**config.mk**
```make
export PLATFORM = sky130hd
export DESIGN_NAME = greedy_register_coloring
export DESIGN_NICKNAME = d
export VERILOG_FILES = /design/src/design/cgr_pkg.sv /design/src/design/cgr_ram.sv /design/src/design/cgr_table.sv /design/src/design/cgr_pick.sv /design/src/design/greedy_register_coloring.sv
export SDC_FILE = /design/constraint.sdc
export NUM_CORES = 2
export LEC_CHECK = 0
export BUFFER_PORTS_ARGS = -buffer_cell sky130_fd_sc_hd__buf_2
export CAP_MARGIN = 20
export CORE_MARGIN = 2
export CORE_UTILIZATION = 65
export CTS_BUF_LIST = sky130_fd_sc_hd__clkbuf_8
export CTS_CLUSTER_SIZE = 12
export DETAILED_ROUTE_END_ITERATION = 8
export MAX_ROUTING_LAYER = met4
export PLACE_DENSITY = 0.84
export SLEW_MARGIN = 20
export SYNTH_ARGS = -nofsm -noshare
export SYNTH_HDL_FRONTEND = slang
export SYNTH_HIERARCHICAL = 1
export SYNTH_SLANG_ARGS = --single-unit
export TNS_END_PERCENT = 50
```
**constraint.sdc**
```tcl
create_clock -name aclk -period 13.1 [get_ports aclk]
set_input_delay 0.655 -clock aclk [delete_from_list [all_inputs] [get_ports aclk]]
set_output_delay 0.655 -clock aclk [all_outputs]
set_load 0.01 [all_outputs]
```
**src/design/cgr_pkg.sv**
```systemverilog
`default_nettype none
// ----------------------------------------------------------------------------
// cgr_pkg
// Shared widths, codes and types of the greedy register coloring block.
// ----------------------------------------------------------------------------
package cgr_pkg;

    localparam int NODE_W     = 8;
    localparam int COLOR_W    = 5;
    localparam int NCOL_W     = 6;
    localparam int MASK_W     = 32;
    localparam int NODES_DEF  = 256;
    localparam int MAX_COLORS = 32;

    localparam logic [NCOL_W-1:0] NCOL_RESET = 6'd16;

    localparam logic KIND_PRECOLOR = 1'b0;
    localparam logic KIND_NEIGHBOR = 1'b1;

    localparam logic [1:0] ST_ASSIGNED = 2'd0;
    localparam logic [1:0] ST_ALREADY  = 2'd1;
    localparam logic [1:0] ST_NO_FREE  = 2'd2;

    typedef struct packed {
        logic               en;
        logic [NODE_W-1:0]  node;
        logic [COLOR_W-1:0] color;
    } tbl_wr_t;

    typedef struct packed {
        logic               nb_valid;
        logic [COLOR_W-1:0] nb_color;
        logic               own_valid;
        logic [COLOR_W-1:0] own_color;
    } tbl_look_t;

endpackage
`default_nettype wire

```
**src/design/cgr_ram.sv**
```systemverilog
`default_nettype none
// ----------------------------------------------------------------------------
// cgr_ram
// Generic RAM: one write port, two read ports, registered read data.
// ----------------------------------------------------------------------------
module cgr_ram #(
    parameter int WIDTH = 5,
    parameter int DEPTH = 256
) (
    input  wire logic                     aclk,
    input  wire logic                     we,
    input  wire logic [$clog2(DEPTH)-1:0] waddr,
    input  wire logic [WIDTH-1:0]         wdata,
    input  wire logic [$clog2(DEPTH)-1:0] raddr_a,
    input  wire logic [$clog2(DEPTH)-1:0] raddr_b,
    output logic      [WIDTH-1:0]         rdata_a,
    output logic      [WIDTH-1:0]         rdata_b
);

    logic [WIDTH-1:0] mem [DEPTH];
    logic [WIDTH-1:0] rdata_a_reg;
    logic [WIDTH-1:0] rdata_b_reg;

    // read returns the old contents on a same-cycle write
    always_ff @(posedge aclk) begin
        if (we) begin
            mem[waddr] <= wdata;
        end
        rdata_a_reg <= mem[raddr_a];
        rdata_b_reg <= mem[raddr_b];
    end

    assign rdata_a = rdata_a_reg;
    assign rdata_b = rdata_b_reg;

endmodule
`default_nettype wire

```
**src/design/cgr_table.sv**
```systemverilog
`default_nettype none
// ----------------------------------------------------------------------------
// cgr_table
// Node color table: valid bits in flops, colors in RAM, one-write bypass.
// ----------------------------------------------------------------------------
module cgr_table
    import cgr_pkg::*;
#(
    parameter int DEPTH = NODES_DEF
) (
    input  wire logic              aclk,
    input  wire logic              aresetn,
    input  wire logic [NODE_W-1:0] rd_nb,
    input  wire logic [NODE_W-1:0] rd_own,
    input  wire tbl_wr_t           wr,
    output tbl_look_t              look
);

    localparam int IDX_W = $clog2(DEPTH);

    logic [NODE_W-1:0]  nb_reg;
    logic [NODE_W-1:0]  own_reg;
    logic               byp_en_reg;
    logic [NODE_W-1:0]  byp_node_reg;
    logic [COLOR_W-1:0] byp_color_reg;
    logic [DEPTH-1:0]   valid_reg;
    logic [DEPTH-1:0]   valid_next;
    logic               wr_in;
    logic               nb_in;
    logic               own_in;
    logic [COLOR_W-1:0] ram_nb;
    logic [COLOR_W-1:0] ram_own;

    assign wr_in  = wr.en && (32'(wr.node) < DEPTH);
    assign nb_in  = 32'(nb_reg) < DEPTH;
    assign own_in = 32'(own_reg) < DEPTH;

    cgr_ram #(
        .WIDTH (COLOR_W),
        .DEPTH (DEPTH)
    ) u_ram (
        .aclk    (aclk),
        .we      (wr_in),
        .waddr   (IDX_W'(wr.node)),
        .wdata   (wr.color),
        .raddr_a (IDX_W'(rd_nb)),
        .raddr_b (IDX_W'(rd_own)),
        .rdata_a (ram_nb),
        .rdata_b (ram_own)
    );

    always_comb begin
        valid_next = valid_reg;
        if (wr_in) begin
            valid_next[IDX_W'(wr.node)] = 1'b1;
        end
    end

    always_ff @(posedge aclk) begin
        if (!aresetn) begin
            valid_reg  <= '0;
            byp_en_reg <= 1'b0;
        end else begin
            valid_reg  <= valid_next;
            byp_en_reg <= wr_in;
        end
        nb_reg        <= rd_nb;
        own_reg       <= rd_own;
        byp_node_reg  <= wr.node;
        byp_color_reg <= wr.color;
    end

    // a write on the same edge as the read is not yet in the ram data
    always_comb begin
        look.nb_valid  = nb_in && valid_reg[IDX_W'(nb_reg)];
        look.own_valid = own_in && valid_reg[IDX_W'(own_reg)];
        look.nb_color  = (byp_en_reg && byp_node_reg == nb_reg) ? byp_color_reg : ram_nb;
        look.own_color = (byp_en_reg && byp_node_reg == own_reg) ? byp_color_reg : ram_own;
    end

endmodule
`default_nettype wire

```
**src/design/cgr_pick.sv**
```systemverilog
`default_nettype none
// ----------------------------------------------------------------------------
// cgr_pick
// First-fit pick: lowest color below the limit that is clear in the mask.
// ----------------------------------------------------------------------------
module cgr_pick
    import cgr_pkg::*;
(
    input  wire logic [MASK_W-1:0]  mask,
    input  wire logic [NCOL_W-1:0]  num_colors,
    output logic                    found,
    output logic      [COLOR_W-1:0] color
);

    logic [NCOL_W:0]     limit;
    logic [MASK_W-1:0]   allowed;
    logic [MASK_W-1:0]   free;
    logic [MASK_W-1:0]   lowest;

    always_comb begin
        limit = {1'b0, num_colors};
        if (32'(limit) > MAX_COLORS) begin
            limit = (NCOL_W+1)'(MAX_COLORS);
        end
        if (32'(limit) > MASK_W) begin
            limit = (NCOL_W+1)'(MASK_W);
        end
        for (int c = 0; c < MASK_W; c++) begin
            allowed[c] = (NCOL_W+1)'(c) < limit;
        end
        free   = ~mask & allowed;
        lowest = free & (~free + MASK_W'(1));
        found  = |free;
        color  = '0;
        for (int c = 0; c < MASK_W; c++) begin
            if (lowest[c]) begin
                color = color | COLOR_W'(c);
            end
        end
    end

endmodule
`default_nettype wire

```
**src/design/greedy_register_coloring.sv**
```systemverilog
`default_nettype none
// ----------------------------------------------------------------------------
// greedy_register_coloring
// First-fit graph coloring of interference lists for register allocation.
// ----------------------------------------------------------------------------
// One transaction is accepted every cycle, except while a result item waits
// on m_ready in the lookup stage. An item's color table read (a two-port RAM
// with registered read, neighbor and own node) is issued as the item is
// accepted. The lookup stage then merges the neighbor's color into the used
// mask, picks the lowest free color on a last item and writes the table as
// the item leaves; the result enters the output register at the same time.
// A result waiting on m_ready holds only the next result item; precolor and
// non-last items keep flowing. The table's valid bits are flops cleared by
// reset, so no clearing pass follows reset. num_colors must be written through
// cfg_we/cfg_wdata only while the block idles; the block does not enforce it.
module greedy_register_coloring
    import cgr_pkg::*;
#(
    parameter int NODES = NODES_DEF
) (
    input  wire logic               aclk,
    input  wire logic               aresetn,
    input  wire logic               cfg_we,
    input  wire logic [NCOL_W-1:0]  cfg_wdata,
    input  wire logic               s_valid,
    output logic                    s_ready,
    input  wire logic               s_kind,
    input  wire logic [NODE_W-1:0]  s_node,
    input  wire logic [NODE_W-1:0]  s_neighbor,
    input  wire logic               s_neighbor_valid,
    input  wire logic [COLOR_W-1:0] s_color_in,
    input  wire logic               s_last,
    output logic                    m_valid,
    input  wire logic               m_ready,
    output logic      [NODE_W-1:0]  m_node_out,
    output logic      [COLOR_W-1:0] m_color_out,
    output logic      [1:0]         m_status
);

    // node fields reach only the first 2**NODE_W entries
    localparam int TBL_DEPTH = (NODES < 2**NODE_W) ? NODES : 2**NODE_W;

    logic               s1_valid_reg;
    logic               s1_kind_reg;
    logic [NODE_W-1:0]  s1_node_reg;
    logic [NODE_W-1:0]  s1_neighbor_reg;
    logic               s1_nvalid_reg;
    logic [COLOR_W-1:0] s1_color_reg;
    logic               s1_last_reg;
    logic [MASK_W-1:0]  used_mask_reg;
    logic [MASK_W-1:0]  used_mask_next;
    logic [NCOL_W-1:0]  ncol_reg;
    logic               m_valid_reg;
    logic [NODE_W-1:0]  m_node_reg;
    logic [COLOR_W-1:0] m_color_reg;
    logic [1:0]         m_status_reg;

    logic               s_accept;
    logic               s1_res;
    logic               s1_go;
    logic [NODE_W-1:0]  rd_nb;
    logic [NODE_W-1:0]  rd_own;
    tbl_wr_t            wr;
    tbl_look_t          look;
    logic [MASK_W-1:0]  nb_bit;
    logic [MASK_W-1:0]  mask_all;
    logic               pick_found;
    logic [COLOR_W-1:0] pick_color;
    logic [COLOR_W-1:0] res_color;
    logic [1:0]         res_status;

    assign s1_res   = (s1_kind_reg == KIND_NEIGHBOR) && s1_last_reg;
    assign s1_go    = s1_valid_reg && (!s1_res || !m_valid_reg || m_ready);
    assign s_ready  = !s1_valid_reg || s1_go;
    assign s_accept = s_valid && s_ready;

    // reread the held item's entries while it waits
    assign rd_nb  = s_accept ? s_neighbor : s1_neighbor_reg;
    assign rd_own = s_accept ? s_node : s1_node_reg;

    cgr_table #(
        .DEPTH (TBL_DEPTH)
    ) u_table (
        .aclk    (aclk),
        .aresetn (aresetn),
        .rd_nb   (rd_nb),
        .rd_own  (rd_own),
        .wr      (wr),
        .look    (look)
    );

    always_comb begin
        nb_bit = '0;
        if (s1_kind_reg == KIND_NEIGHBOR && s1_nvalid_reg && look.nb_valid) begin
            nb_bit = MASK_W'(1) << look.nb_color;
        end
        mask_all = used_mask_reg | nb_bit;
    end

    cgr_pick u_pick (
        .mask       (mask_all),
        .num_colors (ncol_reg),
        .found      (pick_found),
        .color      (pick_color)
    );

    always_comb begin
        if (look.own_valid) begin
            res_color  = look.own_color;
            res_status = ST_ALREADY;
        end else if (pick_found) begin
            res_color  = pick_color;
            res_status = ST_ASSIGNED;
        end else begin
            res_color  = '0;
            res_status = ST_NO_FREE;
        end

        wr.node  = s1_node_reg;
        wr.color = (s1_kind_reg == KIND_PRECOLOR) ? s1_color_reg : pick_color;
        wr.en    = s1_go && ((s1_kind_reg == KIND_PRECOLOR)
                             || (s1_res && !look.own_valid && pick_found));

        used_mask_next = used_mask_reg;
        if (s1_go && s1_kind_reg == KIND_NEIGHBOR) begin
            used_mask_next = s1_last_reg ? '0 : mask_all;
        end
    end

    always_ff @(posedge aclk) begin
        if (!aresetn) begin
            s1_valid_reg  <= 1'b0;
            used_mask_reg <= '0;
            ncol_reg      <= NCOL_RESET;
            m_valid_reg   <= 1'b0;
        end else begin
            if (s_accept) begin
                s1_valid_reg <= 1'b1;
            end else if (s1_go) begin
                s1_valid_reg <= 1'b0;
            end
            used_mask_reg <= used_mask_next;
            if (cfg_we) begin
                ncol_reg <= cfg_wdata;
            end
            if (s1_go && s1_res) begin
                m_valid_reg <= 1'b1;
            end else if (m_ready) begin
                m_valid_reg <= 1'b0;
            end
        end
        if (s_accept) begin
            s1_kind_reg     <= s_kind;
            s1_node_reg     <= s_node;
            s1_neighbor_reg <= s_neighbor;
            s1_nvalid_reg   <= s_neighbor_valid;
            s1_color_reg    <= s_color_in;
            s1_last_reg     <= s_last;
        end
        if (s1_go && s1_res) begin
            m_node_reg   <= s1_node_reg;
            m_color_reg  <= res_color;
            m_status_reg <= res_status;
        end
    end

    assign m_valid     = m_valid_reg;
    assign m_node_out  = m_node_reg;
    assign m_color_out = m_color_reg;
    assign m_status    = m_status_reg;

endmodule
`default_nettype wire

```
; Word-level counts from Yosys, hierarchy flattened
; Memories as Yosys holds them, arrays and structs flattened. A register that Yosys moved wholly into a read port is not among the register bits.
; Index checks and enable logic that the tools add are counted.
[op_classes]
addsub = 1
n_lt_le_gt_ge = 37
n_eq_ne = 5
shift = 1
mux = 65
bitwise = 7
n_reduce_logical = 22
[op_table]
columns = cell, n
row1 = 256-bit OR, 1
row2 = "5-bit by 7-bit less-than comparator with 1-bit output, first input constant", 16
row3 = 5-bit 2-to-1 mux, 22
row4 = 32-bit AND, 2
row5 = 32-bit 2-to-1 mux, 2
row6 = 32-bit NOT, 2
row7 = "4-bit by 7-bit less-than comparator with 1-bit output, first input constant", 8
row8 = "32-bit by 1-bit adder with 32-bit output, second input constant", 1
row9 = 4-bit 2-to-1 mux, 8
row10 = 32-bit OR, 1
row11 = 32-bit OR reduction, 1
row12 = "1-bit by 5-bit left shift with 32-bit output, first input constant", 1
row13 = "3-bit by 7-bit less-than comparator with 1-bit output, first input constant", 4
row14 = "8-bit by 9-bit less-than comparator with 1-bit output, second input constant", 2
row15 = 6-bit 2-to-1 mux, 3
row16 = 1-bit binary-select mux with 8-bit select, 2
row17 = 8-bit equality test, 2
row18 = 1-bit 2-to-1 mux, 16
row19 = 8-bit 2-to-1 mux, 2
row20 = "1-bit by 7-bit less-than comparator with 1-bit output, first input constant", 2
row21 = "2-bit by 7-bit less-than comparator with 1-bit output, first input constant", 2
row22 = 1-bit logical AND, 13
row23 = "6-bit greater-than comparator, second input constant", 2
row24 = 3-bit 2-to-1 mux, 4
row25 = 9 further kinds, 19
[totals]
reg_bits = 349
ram_bits = 1280
inputBits = 35
wordCells = 156
memories = 1
[memory_table]
columns = name, words, width, rd, rd_clocked_by_memory_dff, wr, line
row1 = u_table.u_ram.mem, 256, 5, 2, 2, 1, cgr_ram.sv:20  ; logic [WIDTH-1:0] mem [DEPTH];

; Depth between registers and ports, before layout
[logic_depth]
depth_word = 45
ltp_mapped = 30
depth_no_buf = 23

; Hierarchy
; The synthesis kept the hierarchy.
[by_module_without_submodules]
columns = module, n_inst, cells_each, area_per_inst_um2, seq_area_each_um2
row1 = cgr_ram, 1, 3508, 61152.4, 38637.1
row2 = cgr_table, 1, 1437, 14182.4, 5725.5
row3 = greedy_register_coloring, 1, 285, 3250.6, 1811.7
row4 = cgr_pick, 1, 197, 1228.7, 0.0

; Least setup slack after synthesis
; OpenSTA, ideal clock, no wires.
[synth_path]
path_type = register to register
start = reg u_table.nb_reg[0]
end = mem u_table.u_ram.mem[0][0], data pin
setup_time_ps = 557
arrival_time_ps = 5945
required_time_ps = 12543
path_slack_ps = 6598
stages_incl_launch_ff = 19
period_less_slack_ps = 6502
path_cell_list = dfxtp_1 buf_6 buf_12 or3b_4 o22ai_2 nor3_1 a2111oi_2 a31oi_1 and3_1 a31oi_1 nand4b_4 nor3_1 a31o_2 o21ai_2 a2111oi_2 nand4_4 or4b_1 nand3_1 mux2_2
[synth_rtl]
columns = element, line
row1 = "start, declared", cgr_table.sv:21  ; logic [NODE_W-1:0] nb_reg;
row2 = "start signal, assigned", cgr_table.sv:67  ; nb_reg <= rd_nb;
row3 = "end, declared", cgr_ram.sv:20

==> impl_metrics.py <==
metrics = {
    "setup_path": {
        "cp-startpoint": "u_table/nb_reg[0]",
        "endpoint_kind": "flop",
        "arrival_ns": 9.25,
        "rr_worst_depth": 20,
        "critPathSlowestCell": "buf_4",
        "cp-endpoint": "u_table/u_ram/mem[123][4]",
        "rrSetupSlack_ns": 4.48,
        "path_cells": "buf_4, nand3b_2, o22ai_1, nor4_2, a2111oi_2, a31oi_1, and3_1, a31oi_1, nand4b_4, inv_1, nand3_1, o21bai_1, nand3_1, a21oi_1, nand3_1, o21ai_0, o21ai_0, nand4_1, mux2_8, buf_4",
        "crit_top_cell": "nand3_1",
        "criticalPathCategory": "flop to flop",
        "rr_startpoint": "u_table/nb_reg[0]",
        "crit_required_ns": 13.73,
        "critPathMaxFanout": 156,
        "slowest_delay_ns": 1.03,
        "reg2reg_to": "u_table/u_ram/mem[123][4]",
        "start_kind": "flop",
    },
    "route": {
        "drtIter0Drc": 10720,
        "dr.pass1.iters": 9,
        "wl_per_cell_um": 33.41,
        "drt.antenna.violating_nets": 0,
        "wl_um": 243500,
        "vias_per_cell": 7.546,
        "drcViolationCount": 1,
        "vias": 55010,
    },
    "timing": {
        "setup_ws_ns": 4.477,
        "skew_ns": 0.08125,
        "final.setup.tns_ns": 0,
        "finalCritPeriodShare_pct": 65.83,
        "rsz0062_at_grt": "false",
        "slew_headroom_pct": 14.84,
        "hold_viol": 0,
        "finalSetupViolCount": 0,
        "finalCriticalPeriod_ns": 8.623,
        "report.final.slew_viol_count": 0,
        "max_freq_ghz": 0.1160,
        "worst_slew_pin_slew_ns": 1.268,
    },
    "grt": {
        "track_usage_pct": 39.81,
        "grt_pass1_vias": 54620,
        "grt_max_degree": 157,
        "gr-total-overflow": 0,
        "antenna_found_initial": 12,
        "grt_pass1_wl_um": 356000,
    },
    "run_status": {
        "violations": "DRC",
        "status": "complete, but fails checks",
    },
    "floorplan": {
        "ioPinCount": 52,
        "die_x_um": 354.4,
        "start_util_pct": 65.49,
        "rows": 128,
        "die_h_um": 354.4,
        "die-area_um2": 125600,
        "core_um2": 121900,
    },
    "logic_synthesis": {
        "synth.area.top_cells": "edfxtp_1 49%, mux4_2 16%, dfxtp_1 8.8%",
        "synth_mux_area_share_pct": 22.28,
        "synthXorXnorAreaFrac_pct": 0.1756,
        "synth_adder_area_share_pct": 0,
        "yosys.area.top_type": "edfxtp_1",
        "syn_avg_cell_area_um2": 14.71,
        "synth_seq_cells": 1655,
        "synth_edf_count": 1303,
        "syn_inst": 5427,
        "synth_simple_gate_area_share_pct": 7.901,
        "ys.flop_type": "edfxtp_1",
        "syn-cell-area_um2": 79810,
        "yosysSeqAreaShare_pct": 57.85,
        "ys_types": 102,
        "yosysTopAreaCellShare_pct": 49.02,
        "synth_nets": 5462,
        "synth_top_family_by_area": "multiplexers",
        "ys_warn_count": 6,
        "async_reset_ff_share_pct": 0,
        "synth_compound_area_share_pct": 8.539,
    },
    "power": {
        "ir_drop_v": 0.0001104,
        "power.total_mw": 12.01,
        "powerDensity_nw_per_um2": 139.5,
        "p_leak_nw": 28.34,
    },
    "placed_design": {
        "dp_hpwl_um": 153500,
        "io_buffers": 51,
        "preCtsSetupSlack_ns": 4.919,
        "place_congestion": 1.030,
        "post-place-cells": 6773,
    },
    "clock_tree": {
        "cts_root_buf": "clkbuf_8",
        "clk_latency_ns": 1.02,
        "clk_path_buf_depth": 4,
        "post-cts-setup-buffer-count": 0,
        "cts_buffers": 285,
        "cts_resized": 0,
        "cts_sinks": 1655,
        "cts_tree": "yes",
        "h-tree-depth": 5,
        "path_clk_slew_ns": 0.07,
    },
    "worst_hold_path": {
        "hp-class": "input pin to flop",
    },
    "flow_run": {
        "max_cap_violations": 0,
    },
    "final_layout": {
        "final_common_cell": "edfxtp_1",
        "mostFrequentLayoutCells": "1303 x edfxtp_1, 585 x nor2_1, 578 x mux4_2",
        "nNetsFinal": 5486,
        "areaGrowthSynthToFinish_pct": 7.887,
        "drive_gt1_share_pct": 21.48,
        "largest_reg_flops": 1280,
        "finalNonFillerCells": 7290,
    },
}
[area by class of cell]
class / count / area [um2]
Antenna cell: 19 / 47.55
Clock inverter: 170 / 1012
Tap cell: 1625 / 2033
Inverter: 19 / 71.32
Fill cell: 7555 / 35770
Multi-Input combinational cell: 3328 / 31250
Clock buffer: 312 / 4294
Sequential cell: 1655 / 46190
Timing Repair Buffer: 162 / 1207
[where the power goes]
group / total, mW / switching [mW] / internal, mW
registers: 5.76 / 0.0545 / 5.71
clock network: 4.50 / 2.10 / 2.40
logic: 1.75 / 1.15 / 0.602
total: 12.0 / 3.30 / 8.71
[repair_timing]
item / in CTS / in global routing
endpoints found under the setup margin: 0 / 0
hold buffers: 15 / 0
endpoints found under the hold margin: 15 / 0
[critical path, delay by kind of cell, from the launching register on]
kind | cells | cell delay, ns
multiplexers | 1 | 0.79
buffers and inverters | 3 | 1.89
flip-flops | 1 | 0.55
AND/OR/NAND/NOR | 8 | 1.89
AO/OA/AOI/OAI | 8 | 2.83
[routing by layer]
| metal | up-vias | track usage, % | wire length [um] |
|---|---|---|---|
| met5 | - | - | 0 |
| met4 | 0 | 23.99 | 17650 |
| met3 | 1217 | 13.75 | 37930 |
| met2 | 5070 | 57.58 | 109500 |
| met1 | 26930 | 48.61 | 78490 |
| li1 | 21790 | - | - |
[Yosys cell counts (8+ instances only)]
master	number
a2111oi_0	17
a211oi_1	66
a21o_1	28
a21oi_1	211
a221oi_1	27
a22o_1	8
a22oi_1	67
a31oi_1	60
and2_1	31
buf_1	32
buf_2	79
buf_4	45
buf_6	63
clkbuf_1	192
dfxtp_1	352
edfxtp_1	1303
inv_1	19
mux2_2	35
mux2_4	9
mux2i_1	392
mux4_1	12
mux4_2	578
nand2_1	153
nand2b_1	31
nand3_1	86
nand4_1	24
nor2_1	589
nor2b_1	189
nor3_1	66
nor3b_1	8
nor4_1	31
o211ai_1	12
o21a_1	141
o21ai_0	94
o221ai_1	54
o22ai_1	118
o31ai_1	8
o41ai_1	11
or3_1	13
xor2_1	14
[stage by stage]
step / util [%] / hold WS [ns] / area, um2
after global placement: 66.08 / 0.4491 / 80540
after CTS: 70.58 / 0.01232 / 86020
after global routing: 70.65 / 0.06632 / 86100
after detailed placement: 66.10 / 0.4640 / 80560
final: 70.65 / 0.06991 / 86110
after floorplan: - / 0.4086 / 79810
[how the worst min path moves through the flow]
stage / depth (start not counted) / endpoint / start / slack [ns]
2_1_floorplan: 0 / u_table/byp_node_reg[2] / s1_node_reg[2] / 0.41
6_report: 3 / ncol_reg[3] / cfg_wdata[3] / 0.07
3_5_place_dp: 2 / used_mask_reg[20] / used_mask_reg[20] / 0.46
3_3_place_gp: 2 / used_mask_reg[24] / used_mask_reg[24] / 0.45
5_1_grt: 3 / ncol_reg[3] / cfg_wdata[3] / 0.07
4_1_cts: 3 / ncol_reg[3] / cfg_wdata[3] / 0.01
[cell families (layout without fill, tap and decap cells)]
group | Yosys count | in the layout
xor gates and xnor gates | 16 | 16
and+or+nand+nor | 1287 | 1287
muxes | 1026 | 1026
DFF | 1655 | 1655
AOI/OAI and AO/OA | 999 | 999
buffers and inverters | 444 | 663
other | 0 | 19
Note: power is estimated with default switching activity, not from simulation.
